File: config.mk
export PLATFORM = sky130hd
export DESIGN_NAME = hre_fifo
export DESIGN_NICKNAME = d
export VERILOG_FILES = /design/src/hw/rtl/hre_pkg.sv /design/src/hw/rtl/hre_fifo.sv
export VERILOG_INCLUDE_DIRS = /design/src /design/src/hw/rtl
export SDC_FILE = /design/constraint.sdc
export NUM_CORES = 1
export LEC_CHECK = 0
export BUFFER_PORTS_ARGS = -buffer_cell sky130_fd_sc_hd__buf_2
export CAP_MARGIN = 20
export CELL_PAD_IN_SITES_DETAIL_PLACEMENT = 1
export CELL_PAD_IN_SITES_GLOBAL_PLACEMENT = 2
export CORE_ASPECT_RATIO = 0.6
export CORE_MARGIN = 4
export CORE_UTILIZATION = 40
export DETAILED_ROUTE_END_ITERATION = 12
export PLACE_DENSITY_LB_ADDON = 0.1
export SYNTH_ARGS = -nofsm -noshare
export SYNTH_HDL_FRONTEND = slang
export SYNTH_SLANG_ARGS = --single-unit
File: constraint.sdc
create_clock -name clk_i -period 3 [get_ports clk_i]
set_clock_uncertainty 0.15 [all_clocks]
set_input_delay 0.75 -clock clk_i [delete_from_list [all_inputs] [get_ports clk_i]]
set_output_delay 0.75 -clock clk_i [all_outputs]
set_load 0.02 [all_outputs]
File: src/hw/rtl/assert_macros.svh
// Assertion helpers shared by the RTL of the ridge enhancer.
// Both macros sample on clk_i and are off while rst_ni is low.
`ifndef ASSERT_MACROS_SVH
`define ASSERT_MACROS_SVH
`ifndef NO_ASSERTIONS
`define HRE_ASSERT(lbl, prop, msg) \
  lbl: assert property (@(posedge clk_i) disable iff (!rst_ni) prop) else $error(msg);
`define HRE_NEVER(lbl, cond, msg) \
  lbl: assert property (@(posedge clk_i) disable iff (!rst_ni) !(cond)) else $error(msg);
`else
`define HRE_ASSERT(lbl, prop, msg)
`define HRE_NEVER(lbl, cond, msg)
`endif
`endif

File: src/hw/rtl/hre_pkg.sv
// ----------------------------------------------------------------------------
// hre_pkg
// Types and constants shared by the ridge enhancer front, queue and back.
// ----------------------------------------------------------------------------
`default_nettype none
package hre_pkg;
  localparam int RowLimit   = 2048;
  localparam int CFG_IDX_W  = 2;
  localparam int CFG_DATA_W = 12;
  localparam logic [CFG_IDX_W-1:0] CFG_WIN_SIZE     = 2'd0;
  localparam logic [CFG_IDX_W-1:0] CFG_IMAGE_WIDTH  = 2'd1;
  localparam logic [CFG_IDX_W-1:0] CFG_IMAGE_HEIGHT = 2'd2;
  localparam int COORD_W   = 11;
  localparam int DIFF_W    = 18;  // fxx-fyy and the corner sum
  localparam int TR_W      = 20;  // fxx+fyy
  localparam int Q_W       = 38;  // 4d^2 + s^2
  localparam int ROOT_W    = Q_W / 2;
  localparam int FifoDepth = 4;
  localparam int FIFO_AW   = 2;

  typedef struct packed {
    logic signed [DIFF_W-1:0] diff;
    logic signed [DIFF_W-1:0] corner;
    logic signed [TR_W-1:0]   trace;
    logic [COORD_W-1:0]       x;
    logic [COORD_W-1:0]       y;
    logic                     frame_end;
  } hre_item_t;

  typedef struct packed {
    logic full;
    logic empty;
  } hre_fifo_stat_t;
endpackage
`default_nettype wire

File: src/hw/rtl/hre_fifo.sv
// ----------------------------------------------------------------------------
// hre_fifo
// Short queue of classified stencil items between front and back.
// ----------------------------------------------------------------------------
`default_nettype none
`include "assert_macros.svh"
module hre_fifo import hre_pkg::*; (
  input  wire logic      clk_i,
  input  wire logic      rst_ni,
  input  wire logic      push_i,
  input  wire hre_item_t push_data_i,
  input  wire logic      pop_i,
  output hre_item_t      pop_data_o,
  output hre_fifo_stat_t stat_o
);
  hre_item_t mem_q [FifoDepth];
  logic [FIFO_AW-1:0] wr_q, wr_d, rd_q, rd_d;
  logic [FIFO_AW:0]   cnt_q, cnt_d;

  always_comb begin
    wr_d  = push_i ? wr_q + 1'b1 : wr_q;
    rd_d  = pop_i ? rd_q + 1'b1 : rd_q;
    cnt_d = cnt_q + (FIFO_AW+1)'(push_i) - (FIFO_AW+1)'(pop_i);
  end

  always_ff @(posedge clk_i or negedge rst_ni) begin
    if (!rst_ni) begin
      wr_q  <= '0;
      rd_q  <= '0;
      cnt_q <= '0;
    end else begin
      wr_q  <= wr_d;
      rd_q  <= rd_d;
      cnt_q <= cnt_d;
    end
  end

  always_ff @(posedge clk_i) begin
    if (push_i) begin
      mem_q[wr_q] <= push_data_i;
    end
  end

  assign pop_data_o   = mem_q[rd_q];
  assign stat_o.full  = (cnt_q == (FIFO_AW+1)'(FifoDepth));
  assign stat_o.empty = (cnt_q == '0);

  `HRE_NEVER(a_no_overflow, push_i && stat_o.full && !pop_i, "push into full queue")
  `HRE_NEVER(a_no_underflow, pop_i && stat_o.empty, "pop from empty queue")
  `HRE_ASSERT(a_cnt_bound, cnt_q <= (FIFO_AW+1)'(FifoDepth), "queue count out of range")
endmodule
`default_nettype wire

==> impl_metrics.csv <==
group,metric,value,unit
outcome,status,"finished with violations",
outcome,violations,"setup timing",
layout,fin_nets,744,
placement,place_inst,1006,
synthesis,netlist_instances,447,
route,drt_first_pass_iters,4,
synthesis,syn-num-nets,537,
layout,final_cells,1079,
route,drt-wirelength-per-cell,23.0,um
floorplanning,die_h,141,um
route,drt_wl_total,24.8,mm
timing,slew_violations,0,
global_routing,grt_antenna_before_repair,4,
global_routing,grt_pass1_wl,37.9,mm
global_routing,grt_max_degree,43,
clock_tree,clock_latency,560,ps
floorplanning,core,29000,um^2
clock_tree,htreeDepth,1,
timing,fin_crit_sh,100,%
critical_path,worstPathRequired,2100,ps
timing,worst_slew_pin_slew,438,ps
critical_path,crit_fanout,9,
timing,final_hold_viol_count,0,
placement,gp_congestion,0.679,
timing,fmax,333,MHz
route,vias,5303,
timing,finalSetupViolations,1,
synthesis,ys_types,17,
route,drc,0,
critical_path,rr_worst_depth,7,
timing,fin_ws,-6.49,ps
power_and_ir_drop,ir_drop,0.000448,V
floorplanning,rows,48,
clock_tree,cts_sinks,323,
floorplanning,die_w,230,um
layout,final_cell_mix,"edfxtp_1 (316), buf_2 (139), mux4_2 (79)",
clock_tree,clockBufferDepth,3,
synthesis,synthTopCellsByArea,"edfxtp_1 (80%), mux4_2 (15%), dfrtp_1 (1.5%), buf_12 (1.3%), ha_1 (0.63%)",
clock_tree,cts_buffers,31,
synthesis,ys_ff_latch,323,
route,viasPerCell,4.91,
run,cap_violations,0,
critical_path,end_kind,"output pin",
timing,post-route-min-period,3010,ps
floorplanning,ios,164,
layout,fin_util,50.6,%
clock_tree,clk_pin_slew,70,ps
critical_path,cp.arrival,2110,ps
power_and_ir_drop,leakage,5.07,nW
layout,synthToLayoutAreaGrowth,23.8,%
layout,drive_above_1_share,47.4,%
timing,rsz0062_at_grt,"true",
layout,final_common_cell,"edfxtp_1",
critical_path,worstSetupStartpoint,"rd_q[0]",
global_routing,grt_util_all_layers,15.4,%
synthesis,synth_seq_area_share,81.4,%
synthesis,ys.warnings.count,0,
global_routing,overflow,0,
critical_path,crit_type,"reg -> out",
synthesis,syn-cell-area,11900,um^2
hold_path,hold_class,"in -> reg",
critical_path,crit_end,"pop_data_o[3]",
placement,hpwlAfterDp,15.0,mm
placement,io_buffers,163,
floorplanning,fp.dieArea,32600,um^2
clock_tree,cts_tree,"yes",
critical_path,rr_endpoint,"cnt_q[2]",
synthesis,syn_avg_cell_area,26.6,um^2
floorplanning,start_util,40.9,%
clock_tree,clockRootBuffer,"clkbuf_16",
critical_path,reg2reg_from,"cnt_q[0]",
synthesis,synth_top_area_cell,"edfxtp_1",
global_routing,grt_pass1_vias,6072,
power_and_ir_drop,power_density,1050,nW/um^2
critical_path,start_kind,"flip-flop",
route,drt_iter0_drc,264,
critical_path,reg2reg_slack,1080,ps
layout,antenna_cells,0,
route,ant_nets,0,
synthesis,synth_top_area_share,79.9,%
timing,slew_headroom,70.8,%
[repair_timing]
action / 4_1_cts / 5_1_grt
setup buffers: 5 / 4
resized for setup: 46 / 8
endpoints found under the hold margin: 7 / 0
pin swaps: 0 / 0
hold buffers: 1 / 0
setup endpoints to repair: 74 / 75
cloned: 4 / 1
[Yosys cell counts (all sizes together)]
cell	number
xnor2	3
ha	6
nand2	2
xor2	2
and2	4
edfxtp	316
dfrtp	7
clkbuf	1
fa	1
o21ai	1
buf	17
nor3	1
mux4	79
and3	1
inv	6
[how the worst min path moves through the flow]
stage / startpoint / endpoint / slack, ps / cells after the start
final: push_data_i[56] / mem_q[3][56] / 240 / 1
after global routing: push_data_i[56] / mem_q[3][56] / 220 / 1
after CTS: push_data_i[56] / mem_q[3][56] / 200 / 1
after detailed placement: wr_q[0] / wr_q[0] / 370 / 1
after global placement: wr_q[0] / wr_q[0] / 360 / 1
after floorplan: rst_ni / cnt_q[0] / 300 / 0
[flip-flops by register name (all words and copies together), names as in the netlist]
| register | cells |
|---|---|
| wr_q | 2 |
| rd_q | 2 |
| mem_q | 316 |
| cnt_q | 3 |
[final cells by class]
class                   count  area (um^2)
repair buffers            192         1510
multi-input cells         100         1980
clock buffers              41          843
fillers                  2595        14300
well taps                 400          500
clock inverters            17          170
inverters                   6         22.5
flip-flops and latches    323         9670
[metrics by stage]
stage               setup WS [ps]  hold WS (ps)  instance area, um^2  total power, mW  setup TNS, ps
global placement              467           364                13300             11.0              0
finish                      -6.49           244                14700             15.5          -6.49
global route                -94.0           218                14700             16.3          -3930
floorplan                     667           304                11900             9.49              0
detailed placement            450           373                13300             11.1              0
CTS                         -63.0           202                14600             15.6          -1330
[routing by layer]
metal	wire [um]	GRT usage [%]
met1	10900	21.1
met2	12100	25.6
met3	1250	3.93
met4	481	2.99
met5	34	0
[worst max-delay path, cell delays in order (launching register included)]
cell and delay (ps):
dfrtp_4 430, buf_12 130, bufbuf_16 290, mux4_2 510, buf_2 180
[logic make-up (layout without fill, tap and decap cells)]
logic type,after synthesis,count (layout),synth area share (%)
AO/OA/AOI/OAI,1,1,0.0421
XOR/XNOR,5,5,0.369
adder cells (fa/ha/maj),7,7,0.801
buffers and inverters,24,256,2.00
flip-flops,323,323,81.4
multiplexers,79,79,15.0
AND/OR/NAND/NOR,8,8,0.369
[report_power, final]
part	leakage (nW)	total [mW]	internal (mW)	switching (mW)
Clock	0.496	3.86	2.24	1.62
Combinational	1.59	5.47	2.54	2.94
Sequential	2.98	6.13	5.90	0.222
Total	5.07	15.5	10.7	4.78
(Power assumes the default switching activity.)
