<file path="src/hw/rtl/assert_macros.svh">
// Assertion helpers shared by the RTL of the ridge enhancer.
// Both macros sample on clk_i and are off while rst_ni is low.
`ifndef ASSERT_MACROS_SVH
`define ASSERT_MACROS_SVH
`ifndef NO_ASSERTIONS
`define HRE_ASSERT(lbl, prop, msg) \
  lbl: assert property (@(posedge clk_i) disable iff (!rst_ni) prop) else $error(msg);
`define HRE_NEVER(lbl, cond, msg) \
  lbl: assert property (@(posedge clk_i) disable iff (!rst_ni) !(cond)) else $error(msg);
`else
`define HRE_ASSERT(lbl, prop, msg)
`define HRE_NEVER(lbl, cond, msg)
`endif
`endif

</file>
<file path="src/hw/rtl/hre_pkg.sv">
// ----------------------------------------------------------------------------
// hre_pkg
// Types and constants shared by the ridge enhancer front, queue and back.
// ----------------------------------------------------------------------------
`default_nettype none
package hre_pkg;
  localparam int RowLimit   = 2048;
  localparam int CFG_IDX_W  = 2;
  localparam int CFG_DATA_W = 12;
  localparam logic [CFG_IDX_W-1:0] CFG_WIN_SIZE     = 2'd0;
  localparam logic [CFG_IDX_W-1:0] CFG_IMAGE_WIDTH  = 2'd1;
  localparam logic [CFG_IDX_W-1:0] CFG_IMAGE_HEIGHT = 2'd2;
  localparam int COORD_W   = 11;
  localparam int DIFF_W    = 18;  // fxx-fyy and the corner sum
  localparam int TR_W      = 20;  // fxx+fyy
  localparam int Q_W       = 38;  // 4d^2 + s^2
  localparam int ROOT_W    = Q_W / 2;
  localparam int FifoDepth = 4;
  localparam int FIFO_AW   = 2;

  typedef struct packed {
    logic signed [DIFF_W-1:0] diff;
    logic signed [DIFF_W-1:0] corner;
    logic signed [TR_W-1:0]   trace;
    logic [COORD_W-1:0]       x;
    logic [COORD_W-1:0]       y;
    logic                     frame_end;
  } hre_item_t;

  typedef struct packed {
    logic full;
    logic empty;
  } hre_fifo_stat_t;
endpackage
`default_nettype wire

</file>
<file path="src/hw/rtl/hre_back.sv">
// ----------------------------------------------------------------------------
// hre_back
// Squares, digit-serial square root, min and saturation; output register.
// ----------------------------------------------------------------------------
`default_nettype none
`include "assert_macros.svh"
module hre_back import hre_pkg::*; (
  input  wire logic       clk_i,
  input  wire logic       rst_ni,
  input  wire hre_fifo_stat_t fifo_stat_i,
  input  wire hre_item_t  pop_data_i,
  output logic            pop_o,
  output logic            out_valid_o,
  input  wire logic       out_ready_i,
  output logic [15:0]     enhanced_o,
  output logic [COORD_W-1:0] out_x_o,
  output logic [COORD_W-1:0] out_y_o,
  output logic            frame_end_o
);
  localparam logic [2:0] B_IDLE = 3'd0;
  localparam logic [2:0] B_MUL  = 3'd1;
  localparam logic [2:0] B_SUM  = 3'd2;
  localparam logic [2:0] B_ROOT = 3'd3;
  localparam logic [2:0] B_DONE = 3'd4;
  localparam int IW = $clog2(ROOT_W);

  logic [2:0] state_q;
  logic [IW-1:0] iter_q;
  hre_item_t item_q;
  logic [2*DIFF_W-1:0] dd_q, ss_q;
  logic [Q_W-1:0] q_q;
  logic [ROOT_W+1:0] rem_q;
  logic [ROOT_W-1:0] root_q;
  logic out_valid_q;
  logic [15:0] enh_q;
  logic [COORD_W-1:0] ox_q, oy_q;
  logic fend_q;

  logic out_free;
  assign out_free = !out_valid_q || out_ready_i;
  assign pop_o    = (state_q == B_IDLE) && !fifo_stat_i.empty;

  // One root digit per cycle.
  logic [ROOT_W+1:0] rem_sh, trial;
  logic [1:0] pair;
  always_comb begin
    pair   = q_q[Q_W-1 -: 2];
    rem_sh = {rem_q[ROOT_W-1:0], pair};
    trial  = {root_q, 2'b01};
  end

  // Final response.
  logic [TR_W-1:0] neg, half, resp;
  logic [15:0] sat;
  always_comb begin
    neg  = TR_W'(-item_q.trace);
    half = TR_W'(root_q >> 1);
    resp = (half < neg) ? half : neg;
    sat  = (resp > TR_W'(16'hFFFF)) ? 16'hFFFF : resp[15:0];
    if (!item_q.trace[TR_W-1]) sat = '0;
  end

  always_ff @(posedge clk_i or negedge rst_ni) begin
    if (!rst_ni) begin
      state_q     <= B_IDLE;
      iter_q      <= '0;
      out_valid_q <= 1'b0;
    end else begin
      if ((state_q == B_DONE) && out_free) begin
        out_valid_q <= 1'b1;
      end else if (out_ready_i) begin
        out_valid_q <= 1'b0;
      end
      case (state_q)
        B_IDLE: if (pop_o) state_q <= B_MUL;
        B_MUL:  state_q <= B_SUM;
        B_SUM: begin
          state_q <= B_ROOT;
          iter_q  <= IW'(ROOT_W - 1);
        end
        B_ROOT: begin
          if (iter_q == '0) state_q <= B_DONE;
          else iter_q <= iter_q - 1'b1;
        end
        B_DONE: begin
          if (out_free) state_q <= B_IDLE;
        end
        default: state_q <= B_IDLE;
      endcase
    end
  end

  always_ff @(posedge clk_i) begin
    case (state_q)
      B_IDLE: if (pop_o) item_q <= pop_data_i;
      B_MUL: begin
        dd_q <= (2*DIFF_W)'(item_q.diff * item_q.diff);
        ss_q <= (2*DIFF_W)'(item_q.corner * item_q.corner);
      end
      B_SUM: begin
        q_q    <= Q_W'({dd_q, 2'b00}) + Q_W'(ss_q);
        rem_q  <= '0;
        root_q <= '0;
      end
      B_ROOT: begin
        q_q <= {q_q[Q_W-3:0], 2'b00};
        if (rem_sh >= trial) begin
          rem_q  <= rem_sh - trial;
          root_q <= {root_q[ROOT_W-2:0], 1'b1};
        end else begin
          rem_q  <= rem_sh;
          root_q <= {root_q[ROOT_W-2:0], 1'b0};
        end
      end
      B_DONE: begin
        if (out_free) begin
          enh_q  <= sat;
          ox_q   <= item_q.x;
          oy_q   <= item_q.y;
          fend_q <= item_q.frame_end;
        end
      end
      default: item_q <= item_q;
    endcase
  end

  assign out_valid_o = out_valid_q;
  assign enhanced_o  = enh_q;
  assign out_x_o     = ox_q;
  assign out_y_o     = oy_q;
  assign frame_end_o = fend_q;

  `HRE_ASSERT(a_load_on_free, (state_q == B_DONE) && out_free |=> out_valid_q, "result not loaded")
  `HRE_NEVER(a_pop_only_idle, pop_o && (state_q != B_IDLE), "pop outside idle")
  `HRE_ASSERT(a_iter_range, iter_q <= IW'(ROOT_W - 1), "root step count out of range")
endmodule
`default_nettype wire

</file>
<file path="config.mk">
export PLATFORM = sky130hd
export DESIGN_NAME = hre_back
export DESIGN_NICKNAME = d
export VERILOG_FILES = /design/src/hw/rtl/hre_pkg.sv /design/src/hw/rtl/hre_back.sv
export VERILOG_INCLUDE_DIRS = /design/src /design/src/hw/rtl
export SDC_FILE = /design/constraint.sdc
export NUM_CORES = 2
export LEC_CHECK = 0
export BUFFER_PORTS_ARGS = -buffer_cell sky130_fd_sc_hd__clkbuf_2
export CELL_PAD_IN_SITES_DETAIL_PLACEMENT = 1
export CELL_PAD_IN_SITES_GLOBAL_PLACEMENT = 1
export CORE_MARGIN = 4
export CORE_UTILIZATION = 50
export CTS_CLUSTER_DIAMETER = 50
export CTS_CLUSTER_SIZE = 30
export DETAILED_ROUTE_END_ITERATION = 10
export GPL_TIMING_DRIVEN = 0
export PLACE_DENSITY = 0.77
export SLEW_MARGIN = 20
export SYNTH_ARGS = -nofsm -noshare
export SYNTH_HDL_FRONTEND = slang
export SYNTH_SLANG_ARGS = --single-unit
</file>
<file path="constraint.sdc">
create_clock -name clk_i -period 30.2 [get_ports clk_i]
set_clock_uncertainty 0.2 [all_clocks]
set_input_delay 6.04 -clock clk_i [delete_from_list [all_inputs] [get_ports clk_i]]
set_output_delay 6.04 -clock clk_i [all_outputs]
set_load 0.01 [all_outputs]
</file>
==> metrics <==
Cell Area, Placed 36700 um2; initial drt markers 1244; Sequential cell area 8120 um2; Worst Hold Class register to register; Hold WS 213 ps; ratio of cells with drive above 1 in the final layout under 10%; Post-CTS Resized 0; DP HPWL 76300 um; Top Ports 125; core area 68700 um2; crit path kind primary input to output pin; RSZ-0062 raised after global routing false; top post-synthesis cells by area fa_1, edfxtp_1, ha_1, inv_1, nand2_1; deepest clock path buffer count 3; Critical Path Fanout Max 8; number of flops mapped to enable cells by yosys 263; Post-CTS Setup Bufs 0; Synth area leader fa_1; Syn. warnings 0; CP required 23960 ps; Clk pin slew, worst setup/hold paths 70 ps; minimum clock period 13540 ps; H-tree Lvls 2; crit path DAT 7300 ps; Residual DRC 0; Routed wire per std cell 20.2 um; post-route ant nets 0; Post-Synthesis Cells ~3400; WL final ~92000 um; Synth Area per Inst 10.3 um2; first-pass GRT wire length ~150000 um; die area 73600 um2; Die W 271 um; gr usage total 25.7%; most numerous cell in the Yosys netlist inv_1; CTS root buf clkbuf_16; number of core rows 96; height of the die 271 um; max-cap violation count 0; netlist area before placement between 30000 and 40000 um2; number of global-route vias before repair 28546; Nets between 4000 and 5000; Design Area, Final 38200 um2; Initial Util 50.5%; initial antenna violation count 0; Worst slew margin 41.4%; GP Congestion between 0.9 and 1; outcome finished clean; number of buffers added on ports 123; syn nets 4340; combined area of the multi-input logic cells 23000 um2; utilization after layout 55.7%; sequential share of the synthesized area 23.4%; worst-margin pin slew 879 ps; Post-synth top flop edfxtp_1; CTS buffer count 43; synth cell count leaders inv_1, fa_1, ha_1; CP Capture Type output pin; crit start category primary input; Initial DRT Pass Iterations 5; Async SR Flop Fraction 3.31%; final setup fails 0; top-area cell type share of the netlist area 33.9%; total gr overflow 0; CTS Hold Bufs 0; clk sinks between 200 and 300; CTS tree yes; pin count of the biggest net entering global routing 30; synthesis-stage register bit count 272; Final Max Slew Viols 0; worst skew pair latency 610 ps; synthesis-to-layout area growth 10.3%; Fillers ~7700; final period utilization 44.8%; setup TNS 0 ps; Final Hold Fails 0; DR vias/cell roughly 5.4; max frequency between 70 and 80 MHz; post-synthesis cell type count 72; vias 24321
-- sequential cells by signal, indices dropped and copies added, names as in the netlist --
signal       flops
out_y_o         11
dd_q            35
iter_q           5
out_valid_o      1
state_q          3
ss_q            35
item_q          79
out_x_o         11
rem_q           19
enhanced_o      16
frame_end_o      1
q_q             37
root_q          19
-- cells by family after synthesis --
family          Yosys count  share of synthesized area [%]
compound gates          397                           7.74
xor+xnor                156                           3.96
fa+ha+maj               877                           44.4
buf+inv                 950                           10.3
flops                   272                           23.4
mux                      20                          0.588
simple gates            707                           9.64
-- per-layer routing --
metal	vias up	wire length, um	global-route usage [%]
li1	10996	-	-
met5	-	0	0
met1	12615	36300	31.5
met2	526	48500	47.5
met4	0	2880	7.75
met3	184	4190	3.20
-- worst max-delay path, stage by stage --
cell and delay, ps:
clkbuf_2 90, nor4_2 220, buf_4 270, buf_2 240, buf_2 250, clkbuf_2 170
-- metrics by stage --
stage                     std cells  worst slack, ps
after global placement         4433             4260
final                          4539            16660
after detailed placement       4458            16640
after CTS                      4538            16630
after global routing           4538            16530
after floorplan                3379            10190
-- layout by cell type (no fill, tap or decap), types with 9 or more instances in the layout --
cell type  netlist  layout
a211oi_1        15      15
a21o_1          75      75
a21oi_1        108     108
a31o_2           9       9
a31oi_1         15      15
and2_1          91      91
buf_2            4      17
clkbuf_1        78      78
clkbuf_16        0      43
clkbuf_2         0     123
clkinv_8         0      10
dfrtp_1          9       9
edfxtp_1       263     263
fa_1           587     587
ha_1           290     290
inv_1          862     862
inv_8            0       9
mux2i_1         17      17
nand2_1        289     289
nand2b_1        22      22
nand3_1         19      19
nand4_1         25      25
nor2_1         155     154
nor2b_1         25      24
nor3_1          22      22
o21a_1          14      14
o21ai_0         64      64
o221a_2         14      14
o31ai_1         10      10
or3_1           10      10
xnor2_1        103     103
xor2_1          52      52
-- path summary, 6_finish.rpt --
| check | start | to | slack [ps] | cells after the start |
|---|---|---|---|---|
| min in group asynchronous | rst_ni | iter_q[1] | 5120 | 1 |
| setup reg to reg | item_q[54] | ss_q[35] | 21840 | 24 |
| setup / recovery | fifo_stat_i[0] | pop_o | 16660 | 6 |
| hold reg to reg | item_q[15] | out_x_o[3] | 210 | 0 |
| hold / removal | item_q[15] | out_x_o[3] | 210 | 0 |
| max in group asynchronous | rst_ni | iter_q[0] | 24460 | 1 |
-- area by class of cell --
type | count | share of cell area (%)
Buffer | 88 | 0.877
Antenna cell | 1 | 0.00654
Tap cell | 931 | 3.05
Sequential cell | 272 | 21.2
Inverter | 862 | 8.46
Multi-Input combinational cell | 2157 | 60.2
Timing Repair Buffer | 148 | 2.16
Clock inverter | 37 | 1.24
Clock buffer | 43 | 2.81
Power is left out: the tool's default activity adds up to more than one toggle a clock period on the data nets, which glitch-free logic cannot reach.
